`src/rtl/core/mrte_pkg.sv`:
```
// Shared types and constants for the memory region table engine.
package mrte_pkg;

  // Action codes carried on the input beat.
  localparam logic [2:0] ACT_CLEAR  = 3'd0;
  localparam logic [2:0] ACT_APPEND = 3'd1;
  localparam logic [2:0] ACT_CARVE  = 3'd2;
  localparam logic [2:0] ACT_SORT   = 3'd3;
  localparam logic [2:0] ACT_FIND   = 3'd4;

  // Configuration register indexes.
  localparam logic CFG_RAM_TYPE  = 1'b0;
  localparam logic CFG_RSVD_TYPE = 1'b1;

  // One table entry.
  typedef struct packed {
    logic [63:0] base;
    logic [63:0] length;
    logic [7:0]  rtype;
  } entry_t;

  // Command that every cell carries out.
  typedef enum logic [1:0] {
    CELL_HOLD,
    CELL_ROT,
    CELL_LOAD,
    CELL_SORT
  } cell_cmd_t;

  typedef struct packed {
    cell_cmd_t cmd;
    logic      phase;
  } cell_ctl_t;

  // Per-step findings of the head unit.
  typedef struct packed {
    logic        split;
    logic [63:0] split_base;
    logic [63:0] split_len;
    logic        match;
    logic [63:0] match_addr;
  } head_res_t;

  typedef enum logic [2:0] {
    ST_IDLE,
    ST_CARVE,
    ST_FIND,
    ST_SORT,
    ST_SPLIT
  } state_t;

endpackage

```
`src/rtl/core/mrte_head.sv`:
```
// Head unit: carve edit and find test for the entry leaving cell zero.
module mrte_head #(
  parameter int PAGE_BITS = 12
) (
  input  mrte_pkg::entry_t  entry_i,
  input  logic              valid_i,
  input  logic              carve_i,
  input  logic [63:0]       start_i,
  input  logic [63:0]       end_i,
  input  logic [7:0]        ram_type_i,
  input  logic [7:0]        rsvd_type_i,
  input  logic [63:0]       rlo_i,
  input  logic [63:0]       rhi_i,
  input  logic [63:0]       rsz_i,
  output mrte_pkg::entry_t  entry_o,
  output mrte_pkg::head_res_t res_o
);

  localparam logic [63:0] PG_MASK = (64'(1) << PAGE_BITS) - 64'(1);

  logic [63:0] es, ee, st, en, flen, lim;
  logic        is_ram, hit, lt_s, le_e, fit;

  always_comb begin
    es     = entry_i.base;
    ee     = entry_i.base + entry_i.length;
    is_ram = entry_i.rtype == ram_type_i;
    lt_s   = es < start_i;
    le_e   = ee <= end_i;
    hit    = valid_i && carve_i && is_ram && !(ee <= start_i) && !(es >= end_i);

    // Carve: trim, reserve, cut the head, or split.
    entry_o           = entry_i;
    res_o.split       = 1'b0;
    res_o.split_base  = end_i;
    res_o.split_len   = ee - end_i;
    if (hit) begin
      if (lt_s) begin
        entry_o.length = start_i - es;
        res_o.split    = !le_e;
      end else if (le_e) begin
        entry_o.rtype = rsvd_type_i;
      end else begin
        entry_o.base   = end_i;
        entry_o.length = ee - end_i;
      end
    end

    // Find: page-aligned usable span of this entry inside the window.
    st   = (es + PG_MASK) & ~PG_MASK;
    en   = ee & ~PG_MASK;
    flen = (en > st) ? (en - st) : 64'd0;
    lim  = (en < rhi_i) ? en : rhi_i;
    fit  = ((st >= start_i) && (st + rsz_i <= lim)) ||
           ((st < start_i) && (start_i + rsz_i <= lim));
    res_o.match      = valid_i && !carve_i && is_ram && (flen >= rsz_i) &&
                       (en > rlo_i) && (st < rhi_i) && fit;
    res_o.match_addr = (en > rhi_i) ? (rhi_i - rsz_i) : (en - rsz_i);
  end

endmodule

```
`config.mk`:
```
export PLATFORM = sky130hd
export DESIGN_NAME = mrte_head
export DESIGN_NICKNAME = d
export VERILOG_FILES = /design/src/rtl/core/mrte_pkg.sv /design/src/rtl/core/mrte_head.sv
export SDC_FILE = /design/constraint.sdc
export NUM_CORES = 2
export LEC_CHECK = 0
export BUFFER_PORTS_ARGS = -buffer_cell sky130_fd_sc_hd__buf_2
export CAP_MARGIN = 30
export CORE_MARGIN = 4
export CORE_UTILIZATION = 30
export DETAILED_ROUTE_END_ITERATION = 12
export SLEW_MARGIN = 20
export SYNTH_ARGS = -nofsm -noshare
export SYNTH_HDL_FRONTEND = slang
export SYNTH_SLANG_ARGS = --single-unit
```
`constraint.sdc`:
```
create_clock -name vclk -period 22.2
set_input_delay 2.22 -clock vclk [all_inputs]
set_output_delay 2.22 -clock vclk [all_outputs]
set_load 0.005 [all_outputs]
```
# ---- After elaboration in Yosys (flattened, before gate mapping)
# Index checks and enable logic that the tools add are counted.
dict set report totals {
  out_inout_bits 330
  ram_bits 0
  reg_bits 0
  romBits 0
  latchBits 0
  elab_cells 52
  mem_count 0
}
dict set report op_classes {
  mux 11
  n_reduce_logical 17
  add_sub_neg 9
  n_div 0
  bitwise_logic 0
  n_mul 0
  n_shift 0
  magnitude_cmp 14
  n_eq_ne 1
}
# op n
set ops {}
lappend ops {{$mux 64} 5}
lappend ops {{$sub 64x64->64} 5}
lappend ops {{$le 64x64->1} 4}
lappend ops {{$lt 64x64->1} 4}
lappend ops {{$add 64x64->64} 3}
lappend ops {{$ge 64x64->1} 3}
lappend ops {{$gt 64x64->1} 3}
lappend ops {{$mux 136} 1}
lappend ops {{$mux 128} 1}
lappend ops {{$add 64x12->64 const B} 1}
lappend ops {{$mux 8} 2}
lappend ops {{$logic_and 1x1->1} 12}
lappend ops {{$eq 8x8->1} 1}
lappend ops {{$logic_not 1->1} 4}
lappend ops {{$mux 1} 2}
lappend ops {{$logic_or 1x1->1} 1}

# ---- Depth between registers and ports, before layout
dict set report logic_depth {
  depth_word 8
  ltp_mapped 41
  ltp_nobuf 40
}

# ---- Worst setup path before layout
# OpenSTA, ideal clock, no wires.
dict set report synth_path {
  path_kind {in2out}
  from {input entry_i[8] (netlist bit)}
  to {output res_o[61] (netlist bit)}
  cell_stages 39
  required_ns 19.980
  t_arrival_ns 10.567
  path_slack_ns 9.413
  n_path_buf 3
  cell_sequence {ha_1 inv_1 fa_1 nor2b_1 o31a_1 o21ai_1 and3b_4 o31ai_4 a211oi_2 o31ai_4 a311oi_4 o31ai_4 a31oi_1 xnor2_1 ha_1 nand2_1 nor4_1 and2_1 (+3 left out) o21ba_2 clkbuf_1 buf_2 buf_2 mux2_2 ha_1 a21o_1 a21o_1 a2111oi_0 nor3_1 o211a_1 a211o_1 o21ai_1 a2111oi_2 or3_1 a21oi_1 o31ai_1 xor2_1}
}
# element line
set synth_lines {}
lappend synth_lines {{from (decl)} mrte_head.sv:5} ;# input mrte_pkg::entry_t entry_i,
lappend synth_lines {{to (decl)} mrte_head.sv:16} ;# output mrte_pkg::head_res_t res_o

==> flow_metrics.tcl <==
set metrics [dict create \
    status "finished, violations left" \
    violations "DRC" \
    synth_xor_area_share_pct 9.41 \
    crit_arrival_ns 13.40 \
    critical-path-max-stage-delay_ns 0.77 \
    fillers 14800 \
    maxSlewHeadroom_pct 29.1 \
    netlist_area_um2 40900 \
    grt_pass1_vias 46300 \
    cp_max_fo 61 \
    drt_iter0_drc 5048 \
    antenna_found_initial 48 \
    synth_top_family_by_area "compound AO/OA/AOI/OAI gates" \
    netlist_instances 5917 \
    drtPass1Iterations 11 \
    critPathTopFamily "compound AO/OA/AOI/OAI gates" \
    fin_setup_tns_ns 0 \
    synthTopCellsByArea "ha_1, a21oi_1, xnor2_1" \
    post-cts-setup-buffer-count 0 \
    finalCritPeriodShare_pct 70.4 \
    hold_buffers 0 \
    dpl_worst_slack_ns 6.52 \
    wire_per_inst_um 26.9 \
    fin_ws_ns 6.58 \
    routed_wl_um 226000 \
    path_class "primary input to output port" \
    maxCapViolations 0 \
    core-area_um2 135000 \
    die_w_um 377 \
    yosysSeqAreaShare_pct 0 \
    fp.dieH_um 377 \
    syn_area_per_cell_um2 6.92 \
    max_freq_mhz 64.0 \
    dp_hpwl_um 200000 \
    cp.required_ns 19.98 \
    synthesis.nets 7331 \
    io_buffer_count 804 \
    cp_num_buf_inv 5 \
    grt-ovfl-total 0 \
    grt_pass1_wl_um 315000 \
    nFlopsAndLatches 0 \
    hold_violations 0 \
    cp_slowest_cell "o41ai_1" \
    synth_commonest_cells "ha_1, a21oi_1, inv_1" \
    synth.distinct_cells 112 \
    tightestPinTransition_ns 1.06 \
    initial_core_util_pct 30.2 \
    yosysMostFrequentCell "ha_1" \
    hp-class "primary input to output port" \
    synth-simple-area-share_pct 20.8 \
    grt_max_degree 81 \
    synth_top_area_cell "ha_1" \
    cp-end-kind "output port" \
    ios 804 \
    rsz0062_at_grt "no" \
    place.gp.congestion 1.03 \
    fin_crit_ns 15.62 \
    synth_compound_area_share_pct 31.2 \
    cp-start-kind "primary input" \
    synthAdderAreaFrac_pct 29.0 \
    cts_resized 0 \
    clock_buffers 0 \
    route.detailed.drc 3 \
    yosysWarnings 0 \
    muxShareOfSynthArea_pct 1.75 \
    areaGrowthSynthToFinish_pct 14.6 \
    num-nets-final 8015 \
    multi_input_comb_area_um2 37800 \
    synth_top_area_share_pct 28.5 \
    grtUsageTotal_pct 29.7 \
    dieArea_um2 142000 \
    slew_violations 0 \
    regArea_um2 0 \
    drive_above_1_share_pct 15.9 \
    ant_nets 0 \
    rows 135 \
    avgViaCountPerCell 5.85 \
    setup_viol 0 \
    vias 49200 \
]
-- routing by layer --
layer / routed length [µm] / GRT usage (%) / vias to the layer above
met3: 20200 / 4.97 / 382
met5: 89 / 0 / -
met2: 95700 / 45.9 / 2436
met1: 99100 / 40.7 / 23300
li1: - / - / 23100
met4: 11200 / 12.7 / 12
-- worst paths after layout --
path                     from          to  slack (ns)  cells after the start
hold / removal      end_i[27]  res_o[156]        4.62                      2
setup / recovery  entry_i[72]   res_o[56]        6.58                     40
-- per-stage QoR --
stage          utilization, %  instance area [µm²]  hold WS, ns  cells
3_3_place_gp             34.5                46700         4.62   8372
5_1_grt                  34.6                46900         4.63   8401
4_1_cts                  34.5                46800         4.62   8376
3_5_place_dp             34.5                46800         4.62   8376
2_1_floorplan               -                40900         4.52   5917
6_report                 34.6                46900         4.62   8418
-- logic make-up after synthesis --
| family | Yosys count |
|---|---|
| AO/OA/AOI/OAI | 1985 |
| XOR/XNOR | 439 |
| adder cells (fa/ha/maj) | 945 |
| buffers and inverters | 776 |
| multiplexers | 64 |
| AND/OR/NAND/NOR | 1708 |
-- layout by cell type (no fill, tap or decap), types with 47 or more instances in the layout --
| cell type | synthesis | layout |
|---|---|---|
| ha_1 | 933 | 933 |
| buf_2 | 25 | 804 |
| a21oi_1 | 649 | 649 |
| inv_1 | 562 | 562 |
| nor2_1 | 441 | 439 |
| nand2_1 | 411 | 411 |
| a21o_1 | 349 | 349 |
| o21ai_0 | 311 | 311 |
| xnor2_1 | 311 | 311 |
| nand4_1 | 176 | 176 |
| xor2_1 | 127 | 126 |
| nor2b_1 | 121 | 121 |
| nand3_1 | 114 | 114 |
| nand2b_1 | 90 | 90 |
| buf_4 | 66 | 89 |
| nor3_1 | 82 | 82 |
| o21bai_1 | 81 | 81 |
| o21ai_1 | 80 | 79 |
| o21a_1 | 72 | 72 |
| and3_1 | 61 | 61 |
| a31oi_1 | 50 | 50 |
| mux2_2 | 50 | 50 |
| a211oi_1 | 47 | 47 |
-- area by class of cell --
| cell class | count | area share (%) |
|---|---|---|
| antenna | 38 | 0.203 |
| tap | 1781 | 4.75 |
| inverter | 563 | 4.51 |
| timing repair buffer | 895 | 10.0 |
| multi-input combinational | 5141 | 80.5 |
