==> src/rtl/core/mrte_pkg.sv <==
// Shared types and constants for the memory region table engine.
package mrte_pkg;

  // Action codes carried on the input beat.
  localparam logic [2:0] ACT_CLEAR  = 3'd0;
  localparam logic [2:0] ACT_APPEND = 3'd1;
  localparam logic [2:0] ACT_CARVE  = 3'd2;
  localparam logic [2:0] ACT_SORT   = 3'd3;
  localparam logic [2:0] ACT_FIND   = 3'd4;

  // Configuration register indexes.
  localparam logic CFG_RAM_TYPE  = 1'b0;
  localparam logic CFG_RSVD_TYPE = 1'b1;

  // One table entry.
  typedef struct packed {
    logic [63:0] base;
    logic [63:0] length;
    logic [7:0]  rtype;
  } entry_t;

  // Command that every cell carries out.
  typedef enum logic [1:0] {
    CELL_HOLD,
    CELL_ROT,
    CELL_LOAD,
    CELL_SORT
  } cell_cmd_t;

  typedef struct packed {
    cell_cmd_t cmd;
    logic      phase;
  } cell_ctl_t;

  // Per-step findings of the head unit.
  typedef struct packed {
    logic        split;
    logic [63:0] split_base;
    logic [63:0] split_len;
    logic        match;
    logic [63:0] match_addr;
  } head_res_t;

  typedef enum logic [2:0] {
    ST_IDLE,
    ST_CARVE,
    ST_FIND,
    ST_SORT,
    ST_SPLIT
  } state_t;

endpackage

==> src/rtl/core/mrte_cell.sv <==
// One table cell: holds an entry, rotates, loads or swaps with a neighbor.
module mrte_cell #(
  parameter int IDX         = 0,
  parameter int CW          = 6
) (
  input  logic               clk,
  input  mrte_pkg::cell_ctl_t ctl_i,
  input  logic [CW-1:0]      count_i,
  input  mrte_pkg::entry_t   prev_i,
  input  mrte_pkg::entry_t   next_i,
  input  mrte_pkg::entry_t   load_i,
  output mrte_pkg::entry_t   entry_o
);

  localparam logic [CW:0] MY_POS   = (CW+1)'(IDX);
  localparam logic [CW:0] NEXT_POS = (CW+1)'(IDX + 1);
  localparam logic        IDX_ODD  = 1'(IDX % 2);

  mrte_pkg::entry_t ent_r;
  mrte_pkg::entry_t ent_nxt;
  logic             is_low;
  logic             pair_on;
  logic             swap;

  // Odd-even transposition: pick partner for this phase.
  always_comb begin
    is_low  = (IDX_ODD == ctl_i.phase);
    if (is_low) begin
      pair_on = NEXT_POS < {1'b0, count_i};
      swap    = ent_r.base > next_i.base;
    end else begin
      pair_on = (IDX >= 1) && (MY_POS < {1'b0, count_i});
      swap    = prev_i.base > ent_r.base;
    end
  end

  // Next content of the cell.
  always_comb begin
    ent_nxt = ent_r;
    case (ctl_i.cmd)
      mrte_pkg::CELL_ROT: ent_nxt = next_i;
      mrte_pkg::CELL_LOAD: begin
        if (MY_POS == {1'b0, count_i}) ent_nxt = load_i;
      end
      mrte_pkg::CELL_SORT: begin
        if (pair_on && swap) ent_nxt = is_low ? next_i : prev_i;
      end
      default: ent_nxt = ent_r;
    endcase
  end

  always_ff @(posedge clk) begin
    ent_r <= ent_nxt;
  end

  assign entry_o = ent_r;

endmodule

==> config.mk <==
export PLATFORM = sky130hd
export DESIGN_NAME = mrte_cell
export DESIGN_NICKNAME = d
export VERILOG_FILES = /design/src/rtl/core/mrte_pkg.sv /design/src/rtl/core/mrte_cell.sv
export SDC_FILE = /design/constraint.sdc
export NUM_CORES = 1
export LEC_CHECK = 0
export ABC_AREA = 1
export BUFFER_PORTS_ARGS = -buffer_cell sky130_fd_sc_hd__clkbuf_2
export CAP_MARGIN = 20
export CORE_AREA = 2 2 217 219
export CTS_CLUSTER_SIZE = 24
export DETAILED_ROUTE_END_ITERATION = 6
export DIE_AREA = 0 0 219 221
export GPL_TIMING_DRIVEN = 0
export PLACE_DENSITY = 0.45
export SLEW_MARGIN = 20
export SYNTH_ARGS = -nofsm -noshare
export SYNTH_HDL_FRONTEND = slang
export SYNTH_SLANG_ARGS = --single-unit
==> constraint.sdc <==
create_clock -name clk -period 16.9 [get_ports clk]
set_clock_uncertainty 0.2 [all_clocks]
set_input_delay 5.07 -clock clk [delete_from_list [all_inputs] [get_ports clk]]
set_output_delay 5.07 -clock clk [all_outputs]
set_load 0.03 [all_outputs]
After elaboration in Yosys (flattened, before gate mapping). Index checks and enable logic that the tools add are counted.

Multiplexer cells: 6. $lt $le $gt $ge: 3. Equality and inequality tests: 5. Reductions and logical operators: 4.

Operators with widths (number): $mux 136 (3); $pmux 136 s3 (1); $gt 64x64->1 (2); $logic_not 6->1 (1); $lt 1x6->1 const A (1); $eq 2x2->1 const B (2); $ne 2x2->1 const B (2); $reduce_and 3->1 (1); $reduce_bool 3->1 (1); $eq 2x1->1 const B (1); $mux 1 (2); $logic_and 1x1->1 (1).

Bits of input ports: 418. Word-level logic and storage cells: 21. Register bits: 136.

Depth between registers and ports, before layout. Gate-level depths: netlist (run 1).

Depth in word-level cells: 5. Mapped depth: 17. Depth with buffers taken out: 17.

Least setup slack after synthesis (run 1). Ideal clock, no wire load.

Path kind: input port to flip-flop. From: in next_i[103] (netlist bit). To: reg ent_r, in the netlist entry_o[0], enable pin. Arrival time: 9.935 ns. Slack: 6.222 ns. Library setup time: 0.543 ns. Required time: 16.157 ns. Stages: 12. Path buffers: 0. Cells stage by stage: inv_1 -> ha_1 -> nand2_1 -> nor2_2 -> nand2_2 -> nor4_4 -> nand2_1 -> nand2_1 -> nand2_1 -> nand2_1 -> nand2_1 -> a21oi_2.

Longest elaborated chain between the ends: 5.

RTL lines: from (decl) (RTL line mrte_cell.sv:10) `input mrte_pkg::entry_t next_i,`; $gt 64x64->1 (RTL line mrte_cell.sv:30) `swap = ent_r.base > next_i.base;`; $mux 1 (RTL line mrte_cell.sv:28) `if (is_low) begin`; $logic_and 1x1->1 (RTL line mrte_cell.sv:46) `if (pair_on && swap) ent_nxt = is_low ? next_i : prev_i;`; $ne 2x2->1 (no line); $reduce_and 3->1 (no line); to (signal assigned) (RTL line mrte_cell.sv:53) `ent_r <= ent_nxt;`; to (decl) (RTL line mrte_cell.sv:19) `mrte_pkg::entry_t ent_r;`.

Every way passes these cells. A chain may end at the register's enable or synchronous reset.

Worst setup path in the final report (run 1).
From: in next_i[135] (netlist bit). To: reg ent_r, in the netlist entry_o[132], enable pin.

Same word-level chain as after synthesis.

==> reports/qor.csv, run 1 <==
stage,metric,value,unit
route,drc_errors,0,
layout,fill_cells,5097,
clocking,clkSinkCount,136,
critical_path,crit_chain,clkbuf_2 > inv_1 > ha_1 > nand2_1 > inv_1 > nand3_1 > nor2_1 > nand2_1 > inv_1 > nand2_1 > inv_1 > nand2_1 > nand2_1 > nand2_1 > a21oi_4 > buf_16 > buf_8 > buf_16 > buf_8,
hold_path,hp-class,register to register,
layout,largest_register_ffs,136,
floorplan,num_io_pins,554,
placement,dp.cells,2290,
yosys,syn-cell-area,9330,um^2
timing,rsz0062_at_grt,no,
critical_path,regToRegStartpoint,entry_o[135],
yosys,yosys.area.top_type,edfxtp_1,
placement,dpl_cell_area,13100,um^2
critical_path,cp.arrival,7.79,ns
timing,min_period_over_period,0.462,
floorplan,die_w,219,um
timing,slew_headroom,0.412,
route,postRouteWirelength,47100,um
clocking,cts.hold.buffers_added,0,
critical_path,cp_slowest_cell,a21oi_4,
yosys,ys_ff_latch,136,
route,drt-vias-per-instance,4.56,
clocking,clk_pin_slew,0.06,ns
layout,num_antenna_cells,0,
route,vias,10600,
floorplan,row_count,79,
floorplan,die_h,221,um
critical_path,cp_max_fo,17,
placement,dp_hpwl,38500,um
floorplan,die_area,48400,um^2
global_routing,antenna_found_initial,7,
clocking,clock_latency,0.48,ns
layout,final_cells,2322,
global_routing,grt_pass1_vias,10900,
critical_path,slowest_delay,0.47,ns
clocking,root_buffer,clkbuf_16,
flow_run,drv_cap,0,
route,drt_iter0_drc,644,
clocking,cts_resized,0,
yosys,synth_warnings,0,
power_and_ir_drop,max-vdd-ir-drop,52.9,uV
yosys,seq_area_frac_synth,0.438,
clocking,cts_setup_buffers,0,
yosys,synth_area_leaders,"edfxtp_1 (44%), nand2_1 (11%), o211ai_1 (11%)",
timing,finalSetupViolCount,0,
yosys,netlist-cell-type-count,29,
global_routing,grt-ovfl-total,0,
timing,worstMarginPinSlew,0.882,ns
yosys,syn_inst,1121,
status,status,"complete, no violations",
global_routing,grt_pass1_wl,68200,um
route,first_pass_iters,5,
yosys,syn_area_per_cell,8.32,um^2
floorplan,start_util,0.202,
timing,final.setup.tns,0,ns
critical_path,rr_worst_depth,17,
clocking,cts_tree,built,
clocking,htree_levels,4,
timing,final-max-slew-violation-count,0,
timing,layout_min_cycle_time,7.81,ns
global_routing,globalRouteTotalUtil,0.193,
power_and_ir_drop,power_density,85.5,nW/um^2
route,ant_nets,0,
layout,area.sequential,4080,um^2
layout,mostFrequentLayoutCells,"clkbuf_2 (553), nand2_1 (275), edfxtp_1 (136)",
layout,drive_gt1_frac,0.371,
global_routing,grt_max_degree,24,
layout,syn2layout_area_growth,47.6,%
critical_path,crit_path_start,next_i[135],
placement,port_buffers,553,
floorplan,core,46100,um^2
clocking,clockBufferDepth,2,
timing,fmax,128,MHz
clocking,cts_buffers,17,
route,wire_per_inst,20.3,um
timing,hold_violations,0,
critical_path,endpoint_kind,register,
power_and_ir_drop,leakagePower,6.42,nW
critical_path,worst_path_most_repeated_cell,nand2_1,
critical_path,cp-start-kind,input pin,
hold_path,min_from,entry_o[73],
timing,fin_hold_ws,1.13,ns
layout,finish.instance_area,13800,um^2
critical_path,cp.required,16.88,ns
critical_path,crit_type,input pin to register,
hold_path,holdPathStages,6,
yosys,syn-num-nets,1603,
placement,gp_congestion,0.937,
layout,layout_commonest_cell,clkbuf_2,
layout,nets,2184,
layout,multi_input_area,4560,um^2
yosys,synth_top_area_share,0.438,
-- path summary, 6_finish.rpt --
path / end / slack (ns)
max reg2reg: entry_o[132] / 13.34
min reg2reg: entry_o[44] / 1.13
min: entry_o[44] / 1.13
max: entry_o[132] / 9.09
-- metal layers --
metal	global-route usage	part of all wire	up-vias
li1	-	-	5133
met1	0.232	0.42	5034
met2	0.335	0.50	364
met3	0.0489	0.067	46
met4	0.0593	0.018	6
met5	0	0.00093	-
-- stage by stage --
step	power (W)	util	worst slack [ns]
finish	0.00118	0.299	9.09
global route	0.00123	0.299	8.86
CTS	0.00120	0.299	9.03
detailed placement	0.000731	0.284	8.51
global placement	0.000725	0.279	2.75
floorplan	0.000591	-	6.22
-- power breakdown --
part	total [W]	leakage (nW)	switching [W]	internal (W)
logic	0.000298	4.77	0.000190	0.000108
registers	0.000422	1.32	0.0000135	0.000409
clock network	0.000457	0.321	0.000166	0.000290
total	0.00118	6.42	0.000370	0.000807
-- cells in the mapped netlist --
cell type	count
nor2_2	1
nor3b_1	1
buf_6	7
o21ai_0	111
buf_1	5
inv_1	85
nor3_1	1
nand2_1	275
a21oi_1	94
nor4_4	1
buf_4	1
o21ai_1	31
nand4_1	5
clkbuf_1	30
o21a_1	4
inv_2	2
ha_1	64
buf_2	29
nand2_2	2
a21oi_2	1
nand3_1	6
nor2_1	89
o211ai_1	135
edfxtp_1	136
nor2_4	1
o21bai_1	1
a31oi_1	1
a21o_1	1
or2_2	1
-- area by class of cell --
type                            count  area share
Buffer                             72      0.0264
Multi-Input combinational cell    826       0.331
Clock inverter                     13      0.0182
Sequential cell                   136       0.297
Tap cell                          607      0.0552
Timing Repair Buffer              562       0.217
Inverter                           87      0.0237
Clock buffer                       19      0.0314
-- logic make-up after synthesis --
| family | share of synthesized area |
|---|---|
| flops | 0.438 |
| compound gates | 0.242 |
| fa+ha+maj | 0.0859 |
| buf+inv | 0.0739 |
| simple gates | 0.161 |
-- worst max-delay path: cells and delay by family --
| kind | cells | cell delay, ns |
|---|---|---|
| adder cells (fa/ha/maj) | 1 | 0.31 |
| AO/OA/AOI/OAI | 1 | 0.47 |
| AND/OR/NAND/NOR | 8 | 0.77 |
| buffers and inverters | 9 | 1.14 |
Note: power is estimated with default switching activity, not from simulation.
==> inputs of run 2 (changes only) <==
Settings changed: ABC_AREA 1 to 0, CORE_AREA 2 2 217 219 to 2 2 216 218, DIE_AREA 0 0 219 221 to 0 0 218 220, PLACE_DENSITY 0.45 to 0.46.
Clock period 16.9 ns to 6.86 ns, I/O delays scaled along.
==> reports/qor.csv, run 2 <==
stage,metric,value,unit,change
layout,syn2layout_area_growth,49.8,%,
layout,layout_commonest_cell,clkbuf_2,,
yosys,synth_warnings,0,,unchanged
global_routing,grt_pass1_vias,10000,,-7.6%
power_and_ir_drop,p_int,0.00182,W,+130%
yosys,syn-cell-area,8660,um^2,-7.1%
route,postRouteWirelength,47000,um,-0.14%
hold_path,min_from,entry_o[96],,
placement,port_buffers,553,,unchanged
timing,slew_headroom,0.234,,-0.178
timing,min_period_over_period,0.699,,
timing,fmax,208,MHz,
floorplan,num_io_pins,554,,unchanged
power_and_ir_drop,pwr-share-comb,0.277,,+0.024
clocking,clockBufferDepth,2,,unchanged
power_and_ir_drop,seq_power_share,0.381,,+0.022
critical_path,cp.required,6.86,ns,-10.02 ns
clocking,cts.hold.buffers_added,0,,unchanged
global_routing,grt_max_degree,23,,-4.2%
critical_path,cp-start-kind,input pin,,
layout,nets,1973,,-9.7%
flow_run,drv_cap,0,,unchanged
yosys,synth-main-ff-cell,edfxtp_1,,
clocking,root_buffer,clkbuf_16,,
power_and_ir_drop,leakagePower,5.78,nW,-10%
yosys,syn_inst,911,,-19%
clocking,cts_resized,0,,unchanged
route,drt_iter0_drc,458,,-29%
timing,hold_violations,0,,unchanged
route,vias,9912,,-6.3%
critical_path,cp_max_fo,17,,unchanged
placement,dp_hpwl,38500,um,about the same
yosys,synth-edff-count,136,,unchanged
route,drt-vias-per-instance,4.68,,+2.7%
critical_path,cp.arrival,4.80,ns,-2.99 ns
clocking,cts_setup_buffers,0,,unchanged
yosys,post-synth-top-count-cell,o22ai_1,,
timing,rsz0062_at_grt,no,,
yosys,synth_top_area_share,0.472,,+0.0337
yosys,netlist-cell-type-count,35,,+21%
floorplan,die_w,218,um,-0.46%
yosys,async_flop_share,0,,unchanged
global_routing,globalRouteTotalUtil,0.191,,-0.00224
timing,layout_min_cycle_time,4.80,ns,
floorplan,start_util,0.189,,-0.0136
hold_path,hp-class,register to register,,
power_and_ir_drop,sw_frac_of_total,0.337,,+0.0225
power_and_ir_drop,max-vdd-ir-drop,171,uV,+220%
clocking,cts_buffers,17,,unchanged
yosys,syn_area_per_cell,9.51,um^2,+14%
floorplan,row_count,79,,unchanged
yosys,ys_ff_latch,136,,unchanged
layout,drive_gt1_frac,0.408,,+0.0364
global_routing,grt-ovfl-total,0,,unchanged
route,drc_errors,0,,unchanged
critical_path,endpoint_kind,register,,
route,ant_nets,0,,unchanged
route,wire_per_inst,22.2,um,+9.5%
yosys,synth_area_leaders,"edfxtp_1 (47%), o22ai_1 (12%), a21oi_1 (9.2%)",,
global_routing,grt_pass1_wl,65100,um,-4.6%
timing,final-max-slew-violation-count,0,,unchanged
clocking,clkSinkCount,136,,unchanged
power_and_ir_drop,switchingPower,0.000924,W,+150%
layout,largest_register_ffs,136,,unchanged
yosys,synth_common_cells,"o22ai_1 (169), a21oi_1 (160), edfxtp_1 (136)",,
power_and_ir_drop,power_frac_clock,0.342,,-0.046
yosys,seq_area_frac_synth,0.472,,+0.0337
floorplan,die_area,48000,um^2,-0.91%
clocking,cts_tree,built,,
power_and_ir_drop,power_density,211,nW/um^2,+150%
status,status,"complete, no violations",,
clocking,htree_levels,4,,unchanged
floorplan,core,45900,um^2,-0.43%
critical_path,crit_path_start,next_i[123],,
global_routing,antenna_found_initial,16,,+9
placement,gp_congestion,0.920,,-1.8%
yosys,syn-num-nets,1393,,-13%
critical_path,crit_type,input pin to register,,
placement,dp_slack,1.56,ns,-6.95 ns
timing,final.setup.tns,0,ns,unchanged
clocking,clk_pin_slew,0.07,ns,about the same
yosys,yosys.area.top_type,edfxtp_1,,
timing,finalSetupViolCount,0,,unchanged
timing,setup_ws,2.06,ns,-7.02 ns
floorplan,die_h,220,um,-0.45%
timing,worstMarginPinSlew,1.15,ns,+0.267 ns
layout,mostFrequentLayoutCells,"clkbuf_2 (553), o22ai_1 (168), a21oi_1 (160)",,
critical_path,regToRegStartpoint,entry_o[123],,
clocking,clock_latency,0.49,ns,about the same
route,first_pass_iters,6,,+1
==> run 2: cell types whose count changed after synthesis, moves of 19 or more <==
cell / before / now
nand2_1: 275 / 15
o22ai_1: 0 / 169
o211ai_1: 135 / 2
a21oi_1: 94 / 160
o21ai_0: 111 / 58
nand3b_1: 0 / 52
nor2_1: 89 / 55
o21ai_1: 31 / 1
inv_1: 85 / 66
==> run 2: through the flow <==
| step | power [W] | hold WS (ns) | utilization | cells | instance area [um^2] |
|---|---|---|---|---|---|
| CTS | 0.00279 | 1.32 | 0.283 | 2110 | 13000 |
| floorplan | 0.00147 | 2.06 | - | 911 | 8670 |
| finish | 0.00274 | 1.33 | 0.283 | 2118 | 13000 |
| detailed placement | 0.00183 | 1.30 | 0.270 | 2079 | 12400 |
| global route | 0.00287 | 1.43 | 0.283 | 2117 | 13000 |
| global placement | 0.00180 | 2.20 | 0.266 | 2071 | 12200 |
==> run 2: final cells by class <==
| type | count | area (um^2) |
|---|---|---|
| plain buffers | 75 | 307 |
| diodes | 8 | 20.0 |
| multi-input cells | 634 | 4040 |
| repair buffers | 561 | 2960 |
| clock buffers | 17 | 425 |
| fillers | 5042 | 32900 |
| inverters | 66 | 248 |
| well taps | 607 | 759 |
| flip-flops and latches | 136 | 4080 |
| clock inverters | 14 | 135 |
==> run 2: routing by layer <==
layer  share of wire  track usage  vias up
met5          0.0023            0        -
met4           0.033       0.0950       16
met3           0.085       0.0747       84
met2            0.50        0.323      424
met1            0.38        0.207     4681
li1                -            -     4707
==> run 2: kinds of logic after synthesis <==
family | after synthesis | share of synthesized area
buf+inv | 141 | 0.0640
flops | 136 | 0.472
fa+ha+maj | 64 | 0.0925
compound gates | 407 | 0.266
simple gates | 163 | 0.106
==> run 2: worst paths after layout <==
kind | end | slack (ns) | depth (start not counted)
setup / recovery | entry_o[4] | 2.06 | 12
hold / removal | entry_o[2] | 1.33 | 6
setup reg to reg | entry_o[4] | 3.34 | 10
hold reg to reg | entry_o[2] | 1.33 | 6
==> run 2: critical path, cell delays in order <==
cell	delay, ns
clkbuf_2	0.09
inv_1	0.06
ha_1	0.34
and4_2	0.23
and4bb_2	0.27
nand4_1	0.15
o21ai_0	0.19
nand2b_1	0.22
o22ai_4	0.56
buf_16	0.25
buf_16	0.18
buf_16	0.17
==> run 2: power groups by stage <==
stage / sequential (W) / combinational [W] / clock (W)
2_1_floorplan: 0.00120 / 0.000271 / 0
3_3_place_gp: 0.00107 / 0.000731 / 0
3_5_place_dp: 0.00106 / 0.000765 / 0
4_1_cts: 0.00105 / 0.000768 / 0.000976
5_1_grt: 0.00105 / 0.000826 / 0.000995
6_report: 0.00105 / 0.000760 / 0.000939
==> inputs of run 3 (changes only) <==
Clock period 6.86 ns to 4.4 ns, I/O delays scaled along.
==> reports/qor.csv, run 3 (synthesis gave the netlist of run 2 again) <==
stage,metric,value,unit,change
critical_path,cp_max_fo,18,,+1
critical_path,cp.arrival,4.00,ns,-0.80 ns
global_routing,globalRouteTotalUtil,0.194,,+0.00346
layout,drive_gt1_frac,0.431,,+0.0230
floorplan,start_util,0.189,,unchanged
global_routing,grt-ovfl-total,0,,unchanged
hold_path,holdPathStages,3,,-3
placement,port_buffers,553,,unchanged
critical_path,rr_worst_depth,10,,unchanged
critical_path,cp-start-kind,input pin,,
critical_path,critPathTopFamily,buffers and inverters,,
global_routing,grt_max_degree,22,,-4.3%
layout,mostFrequentLayoutCells,"clkbuf_2 (553), o22ai_1 (168), a21oi_1 (160)",,
route,wire_per_inst,22.6,um,+1.8%
global_routing,antenna_found_initial,17,,+1
power_and_ir_drop,pwr-share-comb,0.272,,-0.005
critical_path,endpoint_kind,register,,
timing,worstMarginPinSlew,0.911,ns,-0.238 ns
timing,finalSetupViolCount,0,,unchanged
floorplan,row_count,79,,unchanged
clocking,root_buffer,clkbuf_16,,
hold_path,hp-class,input pin to register,,
critical_path,worst_path_most_repeated_cell,buf_16,,
layout,layout_commonest_cell,clkbuf_2,,
route,drt-vias-per-instance,4.71,,+0.71%
global_routing,grt_pass1_wl,66600,um,+2.4%
timing,hold_violations,0,,unchanged
floorplan,die_h,220,um,unchanged
placement,dp_hpwl,39500,um,+2.6%
power_and_ir_drop,max-vdd-ir-drop,255,uV,+50%
critical_path,cp.required,4.39,ns,-2.47 ns
floorplan,core,45900,um^2,unchanged
layout,finish.instance_area,13300,um^2,+2.6%
layout,largest_register_ffs,136,,unchanged
clocking,clkSinkCount,136,,unchanged
timing,fmax,249,MHz,
route,vias,9978,,+0.67%
floorplan,die_w,218,um,unchanged
route,drt_iter0_drc,458,,unchanged
layout,final_cells,2117,,-0.047%
clocking,clockBufferDepth,2,,unchanged
timing,slew_headroom,0.393,,+0.159
route,postRouteWirelength,47900,um,+1.7%
critical_path,path_buf_inv,6,,+1
placement,dpl_cell_area,12700,um^2,+2.1%
clocking,cts_buffers,17,,unchanged
timing,min_period_over_period,0.911,,
global_routing,grt_pass1_vias,10100,,+1.0%
flow_run,drv_cap,0,,unchanged
clocking,cts_tree,built,,
placement,gp_congestion,0.937,,+1.8%
power_and_ir_drop,leakagePower,5.82,nW,+0.77%
critical_path,cp_slowest_cell,nand4_1,,
timing,final-max-slew-violation-count,0,,unchanged
placement,dp.cells,2079,,unchanged
timing,fin_hold_ws,0.994,ns,-0.341 ns
floorplan,num_io_pins,554,,unchanged
power_and_ir_drop,seq_power_share,0.364,,-0.017
power_and_ir_drop,switchingPower,0.00145,W,+57%
floorplan,die_area,48000,um^2,unchanged
route,drc_errors,0,,unchanged
route,ant_nets,0,,unchanged
layout,nets,1974,,+0.051%
critical_path,crit_type,input pin to register,,
clocking,clk_pin_slew,0.06,ns,about the same
timing,layout_min_cycle_time,4.01,ns,
critical_path,cp.depth,12,,unchanged
critical_path,crit_chain,clkbuf_2 > inv_1 > ha_1 > nand4_1 > nor3_1 > nand4_1 > o21ba_4 > o22ai_4 > buf_16 > buf_16 > buf_16 > buf_16,,
layout,syn2layout_area_growth,53.8,%,
clocking,htree_levels,4,,unchanged
power_and_ir_drop,p_int,0.00304,W,+67%
power_and_ir_drop,power_density,337,nW/um^2,+60%
route,first_pass_iters,5,,-1
timing,rsz0062_at_grt,no,,
power_and_ir_drop,power_frac_clock,0.364,,+0.022
clocking,clock_latency,0.49,ns,about the same
status,status,"complete, no violations",,
clocking,cts.hold.buffers_added,0,,unchanged
power_and_ir_drop,sw_frac_of_total,0.324,,-0.0129
critical_path,slowest_delay,0.35,ns,-0.21 ns
-- run 3: cell count changes in the layout (fill, tap and decap cells not counted), sizes merged --
cell / before / now
bufinv: 2 / 5
clkinv: 9 / 6
diode: 8 / 6
buf: 39 / 40
-- run 3: routing by layer --
metal	vias to the layer above	wire (um)	global-route usage
met3	56	3980	0.0700
met5	-	65	0
li1	4702	-	-
met4	10	1050	0.0653
met2	444	24600	0.351
met1	4766	18200	0.209
-- run 3: power by group through the flow --
| stage | combinational, W | clock (W) | sequential (W) |
|---|---|---|---|
| detailed placement | 0.00123 | 0 | 0.00166 |
| floorplan | 0.000440 | 0 | 0.00187 |
| CTS | 0.00123 | 0.00169 | 0.00164 |
| finish | 0.00122 | 0.00163 | 0.00164 |
| global placement | 0.00117 | 0 | 0.00168 |
| global route | 0.00133 | 0.00172 | 0.00165 |
-- run 3: layout make-up --
type,count,area [um^2]
clock buffers,17,425
diodes,6,15.0
well taps,607,759
repair buffers,562,3000
plain buffers,75,307
fillers,4990,32500
flip-flops and latches,136,4080
inverters,66,278
multi-input cells,634,4250
clock inverters,14,206
-- run 3: worst min-delay path: cells and delay by family --
kind            cells  cell delay (ns)
compound gates      2             0.16
buf+inv             1             0.08
-- run 3: per-stage QoR --
stage	power [W]	utilization	worst slack, ns	setup TNS, ns
4_1_cts	0.00456	0.290	0.0842	0
2_1_floorplan	0.00231	-	-0.840	-114.29
5_1_grt	0.00470	0.290	0.250	0
6_report	0.00449	0.290	0.390	0
3_3_place_gp	0.00285	0.271	-2.93	-395.55
3_5_place_dp	0.00289	0.276	-0.618	-47.69
-- run 3: worst paths after layout --
kind                   to         start  slack (ns)
max           entry_o[95]   next_i[111]        0.39
min           entry_o[70]    load_i[70]        0.99
max reg2reg   entry_o[95]  entry_o[133]        0.93
min reg2reg  entry_o[122]  entry_o[119]        1.06
-- run 3: what timing repair did --
item	in CTS	in global routing
gates resized for setup	1	0
setup buffers	0	1
pin swaps	0	1
setup endpoints to repair	37	37
